===== src/rtl/core/kpd_pkg.sv =====
// Shared types, character codes and lookup functions of the keypad decoder.
`default_nettype none

package kpd_pkg;

    // Configuration address width: one register word plus one beyond it
    localparam int KPD_ADDR_W = 3;
    localparam int KPD_DATA_W = 32;

    // Reset value of the error character ('$')
    localparam logic [7:0] KPD_ERROR_CHAR_RST = 8'h24;

    // Control and base characters
    localparam logic [7:0] CH_HASH  = 8'h23;  // '#'
    localparam logic [7:0] CH_BAR   = 8'h7C;  // '|'
    localparam logic [7:0] CH_STAR  = 8'h2A;  // '*'
    localparam logic [7:0] CH_ZERO  = 8'h30;  // '0'
    localparam logic [7:0] CH_NINE  = 8'h39;  // '9'
    localparam logic [7:0] CH_A     = 8'h61;  // 'a'
    localparam logic [7:0] CH_SPACE = 8'h20;  // ' '
    localparam logic [7:0] CASE_OFS = 8'h20;

    // Press count saturates here: more than four presses
    localparam logic [2:0] RUN_SAT = 3'd5;

    // Pending run and mode flags
    typedef struct packed {
        logic [3:0] digit;
        logic [2:0] count;
        logic       caps_on;
        logic       escape_pending;
    } t_run_state;

    // One result item
    typedef struct packed {
        logic [7:0] char_code;
        logic       has_char;
        logic       bad_code;
        logic       is_last;
    } t_result;

    // Offset of the first letter of each letter key from 'a'
    function automatic logic [4:0] letter_base(input logic [3:0] digit);
        logic [4:0] base;
        case (digit)
            4'd3:    base = 5'd3;
            4'd4:    base = 5'd6;
            4'd5:    base = 5'd9;
            4'd6:    base = 5'd12;
            4'd7:    base = 5'd15;
            4'd8:    base = 5'd19;
            4'd9:    base = 5'd22;
            default: base = 5'd0;
        endcase
        return base;
    endfunction

    // Punctuation of key 1 for one to four presses
    function automatic logic [7:0] punct_char(input logic [1:0] press_idx);
        logic [7:0] ch;
        case (press_idx)
            2'd0:    ch = 8'h2E;  // '.'
            2'd1:    ch = 8'h2C;  // ','
            2'd2:    ch = 8'h21;  // '!'
            default: ch = 8'h3F;  // '?'
        endcase
        return ch;
    endfunction

endpackage

`default_nettype wire


===== src/rtl/core/multitap_keypad_decoder.sv =====
// Multitap keypad text decoder: top level with input and result registers.
//
// Input channel: i_valid / o_ready carry one symbol byte and an end-of-message
// flag per transfer. Result channel: o_valid / i_ready carry one decoded
// character with has_char, bad_code and is_last flags.
// Each input transfer yields zero or one result: repeated digits only grow the
// pending run, ignored bytes yield nothing, and the end marker always yields
// exactly one result with is_last set.
// A symbol waits in the input register while the decode logic forms its
// result, which the result register loads once it is free or draining.
// Throughput: one symbol per cycle while the receiver takes results; the
// single decode stage between the two registers sets this rate.
// When the receiver stalls, the result register holds its item and the input
// register fills; o_ready drops only once both are occupied.
// Reset (synchronous, active low) empties both registers, clears the pending
// run, caps and escape flags, and sets the error character to '$'.
// The error character is written over the APB port; the user must write it
// only while the block is idle, as the block itself does not enforce this.
`default_nettype none

module multitap_keypad_decoder
    import kpd_pkg::*;
#(
    parameter int ADDR_W = KPD_ADDR_W
)
(
    input  wire logic                  i_clk,
    input  wire logic                  i_rst_n,
    // input channel
    input  wire logic                  i_valid,
    output logic                       o_ready,
    input  wire logic [7:0]            i_symbol,
    input  wire logic                  i_end_of_message,
    // result channel
    output logic                       o_valid,
    input  wire logic                  i_ready,
    output logic [7:0]                 o_char_code,
    output logic                       o_has_char,
    output logic                       o_bad_code,
    output logic                       o_is_last,
    // configuration
    input  wire logic                  psel,
    input  wire logic                  penable,
    input  wire logic                  pwrite,
    input  wire logic [ADDR_W-1:0]     paddr,
    input  wire logic [KPD_DATA_W-1:0] pwdata,
    output logic [KPD_DATA_W-1:0]      prdata,
    output logic                       pready
);

    logic       r_in_valid;
    logic [7:0] r_symbol;
    logic       r_eom;
    t_run_state r_state;
    logic       r_out_valid;
    t_result    r_result;

    t_run_state n_state;
    t_result    n_result;
    logic       n_emit;
    logic       out_free;
    logic       advance;
    logic [7:0] error_char;

    kpd_apb #(
        .ADDR_W (ADDR_W)
    ) u_apb (
        .i_clk        (i_clk),
        .i_rst_n      (i_rst_n),
        .psel         (psel),
        .penable      (penable),
        .pwrite       (pwrite),
        .paddr        (paddr),
        .pwdata       (pwdata),
        .prdata       (prdata),
        .pready       (pready),
        .o_error_char (error_char)
    );

    kpd_decode u_decode (
        .i_symbol         (r_symbol),
        .i_end_of_message (r_eom),
        .i_state          (r_state),
        .i_error_char     (error_char),
        .o_state          (n_state),
        .o_emit           (n_emit),
        .o_result         (n_result)
    );

    // Advance the stage when the result register is free or draining
    assign out_free = !r_out_valid || i_ready;
    assign advance  = r_in_valid && out_free;
    assign o_ready  = !r_in_valid || out_free;

    // Hold the accepted symbol
    always_ff @(posedge i_clk) begin
        if (!i_rst_n) begin
            r_in_valid <= 1'b0;
        end else if (o_ready) begin
            r_in_valid <= i_valid;
        end
        if (o_ready && i_valid) begin
            r_symbol <= i_symbol;
            r_eom    <= i_end_of_message;
        end
    end

    // Update run state and load the result register
    always_ff @(posedge i_clk) begin
        if (!i_rst_n) begin
            r_state     <= '0;
            r_out_valid <= 1'b0;
        end else begin
            if (advance) begin
                r_state <= n_state;
            end
            if (out_free) begin
                r_out_valid <= advance && n_emit;
            end
        end
        if (advance && n_emit) begin
            r_result <= n_result;
        end
    end

    assign o_valid     = r_out_valid;
    assign o_char_code = r_result.char_code;
    assign o_has_char  = r_result.has_char;
    assign o_bad_code  = r_result.bad_code;
    assign o_is_last   = r_result.is_last;

endmodule

`default_nettype wire


===== src/rtl/core/kpd_decode.sv =====
// Next-state and result logic for one symbol of the keypad decoder.
`default_nettype none

module kpd_decode
    import kpd_pkg::*;
(
    input  wire logic [7:0] i_symbol,
    input  wire logic       i_end_of_message,
    input  wire t_run_state i_state,
    input  wire logic [7:0] i_error_char,
    output t_run_state      o_state,
    output logic            o_emit,
    output t_result         o_result
);

    logic       is_digit;
    logic [3:0] sym_digit;
    logic [7:0] dec_char;
    logic       dec_bad;
    logic [2:0] max_press;
    logic [7:0] letter;
    logic [2:0] press_idx;

    assign is_digit  = (i_symbol >= CH_ZERO) && (i_symbol <= CH_NINE);
    assign sym_digit = 4'(i_symbol - CH_ZERO);
    assign press_idx = i_state.count - 3'd1;

    // Decode the pending run into a character
    always_comb begin
        max_press = ((i_state.digit == 4'd7) || (i_state.digit == 4'd9)) ? 3'd4 : 3'd3;
        letter    = CH_A + {3'b000, letter_base(i_state.digit)} + {5'b00000, press_idx};
        if (i_state.caps_on) begin
            letter = letter - CASE_OFS;
        end
        dec_char = i_error_char;
        dec_bad  = 1'b1;
        if ((i_state.digit >= 4'd2) && (i_state.digit <= 4'd9)) begin
            if ((i_state.count != 3'd0) && (i_state.count <= max_press)) begin
                dec_char = letter;
                dec_bad  = 1'b0;
            end
        end else if (i_state.digit == 4'd1) begin
            if ((i_state.count != 3'd0) && (i_state.count <= 3'd4)) begin
                dec_char = punct_char(press_idx[1:0]);
                dec_bad  = 1'b0;
            end
        end else if (i_state.digit == 4'd0) begin
            if (i_state.count == 3'd1) begin
                dec_char = CH_SPACE;
                dec_bad  = 1'b0;
            end
        end
    end

    // Update the run and flags, and form the result
    always_comb begin
        o_state  = i_state;
        o_emit   = 1'b0;
        o_result = '0;
        if (i_end_of_message) begin
            // end marker: flush or report empty, then start a fresh message
            o_emit = 1'b1;
            if (i_state.count != 3'd0) begin
                o_result = '{char_code: dec_char, has_char: 1'b1,
                             bad_code: dec_bad, is_last: 1'b1};
            end else begin
                o_result = '{char_code: 8'h00, has_char: 1'b0,
                             bad_code: 1'b0, is_last: 1'b1};
            end
            o_state = '0;
        end else if (i_state.escape_pending) begin
            // pass the byte through raw
            o_state.escape_pending = 1'b0;
            o_emit   = 1'b1;
            o_result = '{char_code: i_symbol, has_char: 1'b1,
                         bad_code: 1'b0, is_last: 1'b0};
        end else if ((i_symbol == CH_HASH) || (i_symbol == CH_BAR)
                     || (i_symbol == CH_STAR)
                     || (is_digit && !((i_state.count != 3'd0)
                                       && (sym_digit == i_state.digit)))) begin
            // flush the pending run, if any
            if (i_state.count != 3'd0) begin
                o_emit   = 1'b1;
                o_result = '{char_code: dec_char, has_char: 1'b1,
                             bad_code: dec_bad, is_last: 1'b0};
            end
            o_state.count = 3'd0;
            o_state.digit = 4'd0;
            if (i_symbol == CH_HASH) begin
                o_state.caps_on = !i_state.caps_on;
            end
            if (i_symbol == CH_STAR) begin
                o_state.escape_pending = 1'b1;
            end
            if (is_digit) begin
                o_state.digit = sym_digit;
                o_state.count = 3'd1;
            end
        end else if (is_digit) begin
            // same digit again: extend the run, saturating
            if (i_state.count < RUN_SAT) begin
                o_state.count = i_state.count + 3'd1;
            end
        end
    end

endmodule

`default_nettype wire


===== src/rtl/core/kpd_apb.sv =====
// APB configuration register of the keypad decoder: the error character.
`default_nettype none

module kpd_apb
    import kpd_pkg::*;
#(
    parameter int ADDR_W = KPD_ADDR_W
)
(
    input  wire logic                  i_clk,
    input  wire logic                  i_rst_n,
    input  wire logic                  psel,
    input  wire logic                  penable,
    input  wire logic                  pwrite,
    input  wire logic [ADDR_W-1:0]     paddr,
    input  wire logic [KPD_DATA_W-1:0] pwdata,
    output logic [KPD_DATA_W-1:0]      prdata,
    output logic                       pready,
    output logic [7:0]                 o_error_char
);

    logic [7:0] r_error_char;
    logic       sel_err;

    // Register 0 sits at word address zero
    assign sel_err = (paddr[ADDR_W-1:2] == '0);
    assign pready  = 1'b1;

    // Write the error character on the access cycle
    always_ff @(posedge i_clk) begin
        if (!i_rst_n) begin
            r_error_char <= KPD_ERROR_CHAR_RST;
        end else if (psel && penable && pwrite && sel_err) begin
            r_error_char <= pwdata[7:0];
        end
    end

    // Read back
    assign prdata       = sel_err ? {{(KPD_DATA_W-8){1'b0}}, r_error_char} : '0;
    assign o_error_char = r_error_char;

endmodule

`default_nettype wire


===== config.mk =====
export PLATFORM = sky130hd
export DESIGN_NAME = multitap_keypad_decoder
export DESIGN_NICKNAME = d
export VERILOG_FILES = /design/src/rtl/core/kpd_pkg.sv /design/src/rtl/core/multitap_keypad_decoder.sv /design/src/rtl/core/kpd_decode.sv /design/src/rtl/core/kpd_apb.sv
export SDC_FILE = /design/constraint.sdc
export NUM_CORES = 1
export LEC_CHECK = 0
export BUFFER_PORTS_ARGS = -buffer_cell sky130_fd_sc_hd__buf_2
export CORE_AREA = 2 2 84 86
export CTS_CLUSTER_SIZE = 10
export DETAILED_ROUTE_END_ITERATION = 10
export DIE_AREA = 0 0 86 88
export PLACE_DENSITY = 0.68
export SETUP_SLACK_MARGIN = 0.1
export SKIP_CTS_REPAIR_TIMING = 1
export SLEW_MARGIN = 20
export SYNTH_ARGS = -nofsm -noshare
export SYNTH_HDL_FRONTEND = slang
export SYNTH_SLANG_ARGS = --single-unit

===== constraint.sdc =====
create_clock -name i_clk -period 2.6 [get_ports i_clk]
set_input_delay 0.26 -clock i_clk [delete_from_list [all_inputs] [get_ports i_clk]]
set_output_delay 0.26 -clock i_clk [all_outputs]
set_load 0.05 [all_outputs]

==> flow_summary_export.csv, run 1 <==
group,metric,value,unit
floorplanning,die_y,88,µm
pwr,vdd_drop_max,0.294,mV
sta,min_period_over_period,0.928,
routing,wl_per_cell,13.5,µm
yosys,synth_mux_area_frac,0.00777,
yosys,synth_edf_count,20,
place,place_ws,0.0716,ns
layout,fillers,625,
yosys,syn_avg_cell_area,9.14,µm²
floorplanning,core,0.00664,mm²
worst_setup_path,regToRegEndpoint,"o_char_code[6]",
cts,path_clk_slew,0.08,ns
sta,fin_worst_skew,0.00777,ns
sta,post-route-worst-setup-slack,0.186,ns
floorplanning,die_x,86,µm
yosys,ys_seq_area_frac,0.381,
outcome,status,"complete, no violations",
worst_setup_path,reg2reg_slack,0.19,ns
worst_setup_path,r2r_start,"r_state[7]",
min_path,holdPathStages,1,
cts,clockBufferDepth,2,
yosys,synth_cell_type_count,55,
sta,rsz0062_at_grt,"yes",
routing,via_per_inst,5.04,
sta,setup_viol_count_final,0,
yosys,synth_seq_cells,39,
global_route,track_usage,0.151,
global_route,gr-total-overflow,0,
layout,layout-drive-gt1-share,0.307,
routing,first_iter_violations,114,
sta,slew_viol_final,0,
worst_setup_path,critPathMaxStageDelay,0.37,ns
yosys,synth_top_family_by_area,"simple AND/OR/NAND/NOR gates",
min_path,min_to,"r_symbol[7]",
global_route,grt_pass1_wl,9050,µm
min_path,hold_start,"i_symbol[7]",
worst_setup_path,arrival,2.57,ns
global_route,antenna_found_initial,0,
routing,drtAntennaViolNets,0,
place,place.port_buffers,45,
cts,insertion_delay,0.30,ns
cts,clock_sinks,39,
global_route,first_global_vias,1963,
routing,drt-total-wl,5700,µm
floorplanning,num_io_pins,97,
floorplanning,initial_core_util,0.388,
place,post-dp-hpwl,4270,µm
sta,relSlewSlack,0.618,
cts,tritoncts,"done",
routing,drc,0,
worst_setup_path,crit_start,"r_state[7]",
worst_setup_path,worstSetupPathType,"flip-flop to flip-flop",
sta,timing_hold_violations_final,0,
pwr,power_density,451,mW/mm²
yosys,yosys_warnings,0,
yosys,synth_xor_area_frac,0.0306,
yosys,ys.flop_type,"edfxtp_1",
worst_setup_path,critPathBufInv,2,
worst_setup_path,end_kind,"flip-flop",
worst_setup_path,critical_path_depth,12,
worst_setup_path,cp_slowest_cell,"dfxtp_4",
layout,seq_area,992,µm²
yosys,synth_area,0.00258,mm²
pwr,total_power,1420,µW
job,drv_cap,0,
floorplanning,rows,30,
cts,h-tree-depth,2,
routing,vias,2126,
worst_setup_path,reg2reg_depth,12,
worst_setup_path,cp.required,2.76,ns
yosys,yosys.area_share.adder,0.0661,
layout,multi_input_area,0.00154,mm²
floorplanning,die_area,0.00757,mm²
worst_setup_path,cp-start-kind,"flip-flop",
layout,antenna_cells,0,
global_route,grt_max_degree,15,
sta,tns,0,ns
cts,cts_buffers,5,
min_path,hold_path.class,"input port to flip-flop",
sta,fin_crit,2.41,ns
sta,max_freq,414,MHz
sta,tightest_slew,0.572,ns
place,gp_congestion,0.859,
pwr,p_leak,0.00128,µW
layout,syn_to_final_growth,22.3,%
worst_setup_path,crit_fanout,4,
worst_setup_path,critPathTopFamily,"compound AO/OA/AOI/OAI gates",
yosys,synth_compound_area_frac,0.182,
routing,drtPass1Iterations,4,
cts,cts_root_buf,"clkbuf_8",
yosys,async_reset_ff_frac,0,
yosys,yosys.area_share.simple,0.222,
yosys,syn_inst,282,
worst_setup_path,cp_cell_sequence,"nor2b_4, a22o_1, and2_4, inv_4, ha_4, nor2_4, a31oi_4, a211oi_4, buf_4, nor2_2, a311o_1, o21ai_1",
layout,final_net_count,405,
[cells by family (layout without fill, tap and decap cells)]
| family | Yosys count | count (layout) |
|---|---|---|
| and+or+nand+nor | 103 | 103 |
| xor gates and xnor gates | 9 | 9 |
| muxes | 2 | 2 |
| DFF | 39 | 39 |
| adders and majority gates | 13 | 13 |
| other | 2 | 27 |
| buffers and inverters | 47 | 82 |
| AOI/OAI and AO/OA | 67 | 67 |
[cell type report]
class,instances,share of cell area
tap,80,0.0318
timing repair buffer,63,0.114
clock buffer,5,0.0218
clock inverter,3,0.0147
inverter,11,0.0139
sequential,39,0.315
multi-input combinational,221,0.488
[flip-flops by register name (all words and copies together) (netlist names)]
register	flops
u_apb.o_error_char	8
o_bad_code	1
o_char_code	8
r_symbol	8
r_in_valid	1
r_eom	1
o_is_last	1
o_valid	1
r_state	9
o_has_char	1
[routing by layer]
layer  wire (µm)  GRT usage  vias up  share of wire
li1            -          -     1057              -
met1        2590      0.206      988           0.45
met2        2750      0.246       75           0.48
met3         316     0.0320        6          0.055
met4          42     0.0361        0         0.0074
met5           0          0        -              0
[cell usage in the layout, fill, tap and decap left out, types with 3 or more instances in the layout]
master    netlist  final
buf_2           3     45
nand2_1        31     31
conb_1          2     27
a21oi_1        22     22
edfxtp_1       20     20
buf_4          26     18
nor2b_1        17     16
nor2_1         19     16
dfxtp_1        19     14
a22o_1         11     11
inv_1          10      9
ha_1           12      8
o21ai_0         8      7
xor2_1          5      5
nor3_1          6      5
clkbuf_8        0      5
xnor2_1         4      4
nand3_1         4      4
nor3b_1         5      4
o21ai_1         3      3
o21a_1          3      3
and2_1          4      3
ha_4            0      3
dfxtp_2         0      3
[metrics by stage]
| stage | std cells | area [µm²] | utilization | hold slack [ns] |
|---|---|---|---|---|
| finish | 422 | 3150 | 0.474 | 0.127 |
| global route | 422 | 3150 | 0.474 | 0.120 |
| CTS | 419 | 2990 | 0.450 | 0.122 |
| detailed placement | 411 | 2870 | 0.433 | 0.438 |
| global placement | 411 | 2870 | 0.433 | 0.437 |
| floorplan | 307 | 2670 | - | 0.359 |
[Yosys cell counts (all sizes together) (2+ instances only)]
cell type | number | area (µm²)
o32ai | 3 | 26.3
nand2 | 31 | 116
and2 | 4 | 25.0
buf | 30 | 214
inv | 10 | 37.5
o21a | 3 | 22.5
ha | 12 | 150
nor3b | 5 | 37.5
nand3 | 4 | 20.0
mux2i | 2 | 20.0
o21ai | 11 | 55.1
clkbuf | 6 | 22.5
nor4b | 3 | 47.5
edfxtp | 20 | 601
nor2b | 18 | 120
a211oi | 2 | 20.0
nor2 | 20 | 77.6
xnor2 | 4 | 35.0
xor2 | 5 | 43.8
a21boi | 2 | 15.0
nor3 | 7 | 40.0
a22o | 12 | 114
and2b | 2 | 15.0
and4b | 2 | 20.0
dfxtp | 19 | 380
a21oi | 23 | 119
nand2b | 2 | 12.5
a21o | 2 | 15.0
conb | 2 | 7.51
a31oi | 2 | 12.5
[report_power, final]
part / switching, µW / total [µW] / internal, µW
clock: 235 / 524 / 289
combinational: 164 / 216 / 51.8
sequential: 19.8 / 681 / 661
[worst max path at each step]
| stage | endpoint | slack, ns |
|---|---|---|
| final | o_char_code[6] | 0.19 |
| after global routing | o_char_code[6] | 0.08 |
| after CTS | o_char_code[3] | 0.03 |
| after detailed placement | o_char_code[3] | 0.07 |
| after global placement | o_char_code[3] | 0.08 |
| after floorplan | o_char_code[4] | 0.15 |
(Power assumes the default switching activity.)
==> inputs of run 2 (changes only) <==
--- a/config.mk
+++ b/config.mk
@@ -6,11 +6,10 @@
 export NUM_CORES = 1
 export LEC_CHECK = 0
 export BUFFER_PORTS_ARGS = -buffer_cell sky130_fd_sc_hd__buf_2
-export CORE_AREA = 2 2 84 86
+export CORE_AREA = 2 2 96 98
 export CTS_CLUSTER_SIZE = 10
 export DETAILED_ROUTE_END_ITERATION = 10
-export DIE_AREA = 0 0 86 88
-export PLACE_DENSITY = 0.68
+export DIE_AREA = 0 0 98 100
 export SETUP_SLACK_MARGIN = 0.1
 export SKIP_CTS_REPAIR_TIMING = 1
 export SLEW_MARGIN = 20
==> constraint.sdc (replaced) <==
create_clock -name i_clk -period 2.3 [get_ports i_clk]
set_input_delay 0.23 -clock i_clk [delete_from_list [all_inputs] [get_ports i_clk]]
set_output_delay 0.23 -clock i_clk [all_outputs]
set_load 0.05 [all_outputs]
==> flow_summary_export.csv, run 2 (synthesized netlist as in run 1, its figures left out) <==
group,metric,value,unit
worst_setup_path,end_kind,"flip-flop",
min_path,hold_start,"i_end_of_message",
sta,hold_slack,0.108,ns
layout,multi_input_area,0.00163,mm²
worst_setup_path,cp-start-kind,"flip-flop",
outcome,violations,"negative setup slack",
pwr,total_power,1500,µW
worst_setup_path,cp.required,2.35,ns
cts,clock_sinks,39,
sta,setup_viol_count_final,4,
layout,seq_area,997,µm²
place,post-dp-hpwl,5020,µm
layout,final_net_count,432,
sta,timing_hold_violations_final,0,
routing,via_per_inst,4.68,
place,place_ws,-0.268,ns
global_route,antenna_found_initial,0,
global_route,grt_max_degree,13,
pwr,p_leak,0.00142,µW
sta,post-route-worst-setup-slack,-0.163,ns
floorplanning,die_x,98,µm
sta,fin_crit,2.46,ns
floorplanning,die_y,100,µm
layout,utilization,0.391,
global_route,grt_pass1_wl,10100,µm
sta,relSlewSlack,0.612,
worst_setup_path,crit_fanout,5,
layout,antenna_cells,0,
worst_setup_path,arrival,2.52,ns
global_route,track_usage,0.129,
routing,first_iter_violations,77,
cts,path_clk_slew,0.08,ns
pwr,sw_frac_of_total,0.311,
cts,insertion_delay,0.29,ns
cts,clockBufferDepth,2,
layout,fillers,907,
floorplanning,initial_core_util,0.290,
worst_setup_path,worstSetupPathType,"flip-flop to flip-flop",
sta,fin_worst_skew,0.00508,ns
min_path,hold_path.class,"input port to flip-flop",
layout,layout_commonest_cell,"buf_2",
routing,drc,0,
layout,largest_register_ffs,9,
outcome,status,"finished with violations",
place,gp_congestion,0.864,
cts,cts_root_buf,"clkbuf_8",
routing,vias,2244,
floorplanning,num_io_pins,97,
job,drv_cap,0,
pwr,power_density,431,mW/mm²
layout,layout_common_cells,"45 x buf_2, 41 x buf_4, 31 x nand2_1, 27 x conb_1, 20 x edfxtp_1",
sta,min_period_over_period,1.07,
pwr,vdd_drop_max,0.178,mV
cts,cts_buffers,5,
floorplanning,die_area,0.00980,mm²
place,place.port_buffers,45,
pwr,p_switching,466,µW
global_route,gr-total-overflow,0,
cts,tritoncts,"done",
routing,wl_per_cell,13.8,µm
pwr,combPwrFrac,0.181,
global_route,first_global_vias,2066,
worst_setup_path,crit_start,"r_state[7]",
routing,drt-total-wl,6640,µm
routing,drtAntennaViolNets,0,
cts,h-tree-depth,2,
sta,max_freq,406,MHz
sta,rsz0062_at_grt,"yes",
sta,tightest_slew,0.581,ns
routing,drtPass1Iterations,6,
layout,syn_to_final_growth,35.0,%
sta,tns,-0.535,ns
layout,layout-drive-gt1-share,0.396,
sta,slew_viol_final,0,
floorplanning,core,0.00889,mm²
pwr,p_int,1030,µW
floorplanning,rows,35,
worst_setup_path,r2r_start,"r_state[7]",
pwr,sequentialPowerShare,0.511,
layout,regMostFlops,"r_state",
pwr,pwr-share-clk,0.308,
[run 2: changes by cell type in the layout (fill, tap and decap cells not counted), moves of 3 or more]
cell     previous run  this run
buf_4              18        41
nor2_1             16        12
nor2_4              2         6
a21oi_1            22        19
buf_6               0         3
[run 2: final timing paths]
check / end / slack, ns / cells past startpoint
setup / recovery: o_char_code[4] / -0.16 / 12
setup reg to reg: o_char_code[4] / -0.16 / 12
hold / removal: r_eom / 0.11 / 1
hold reg to reg: u_apb.o_error_char[7] / 0.50 / 2
[run 2: through the flow]
| stage | std cells | area, µm² |
|---|---|---|
| after floorplan | 307 | 2710 |
| after global placement | 460 | 3080 |
| after detailed placement | 460 | 3080 |
| after CTS | 468 | 3170 |
| after global routing | 480 | 3480 |
| final | 480 | 3480 |
[run 2: cell type report]
cell class,instances,share of cell area
inverter,11,0.0126
tap,111,0.0399
clock inverter,2,0.00360
timing repair buffer,90,0.169
sequential,39,0.287
multi-input combinational,221,0.467
clock buffer,6,0.0209
[run 2: critical path, stage by stage (launching register included)]
cell and delay, ns:
dfxtp_4 0.36, nor2b_4 0.12, a22o_1 0.18, and2_4 0.18, inv_4 0.07, ha_4 0.21
nor2_4 0.10, a31oi_4 0.06, a21oi_4 0.22, nor3b_2 0.24, o32ai_2 0.12, buf_4 0.16
a22o_1 0.19
[run 2: power groups by stage]
stage,Combinational (µW),Sequential (µW),Clock [µW]
finish,272,766,462
global route,290,768,508
CTS,250,773,475
detailed placement,249,789,0
global placement,248,789,0
floorplan,206,799,0
[run 2: per-layer routing]
metal	up-vias	share of wire	track usage
met5	-	0	0
met4	0	0.014	0.0417
met3	9	0.034	0.0223
met2	46	0.50	0.218
met1	1074	0.45	0.169
li1	1115	-	-
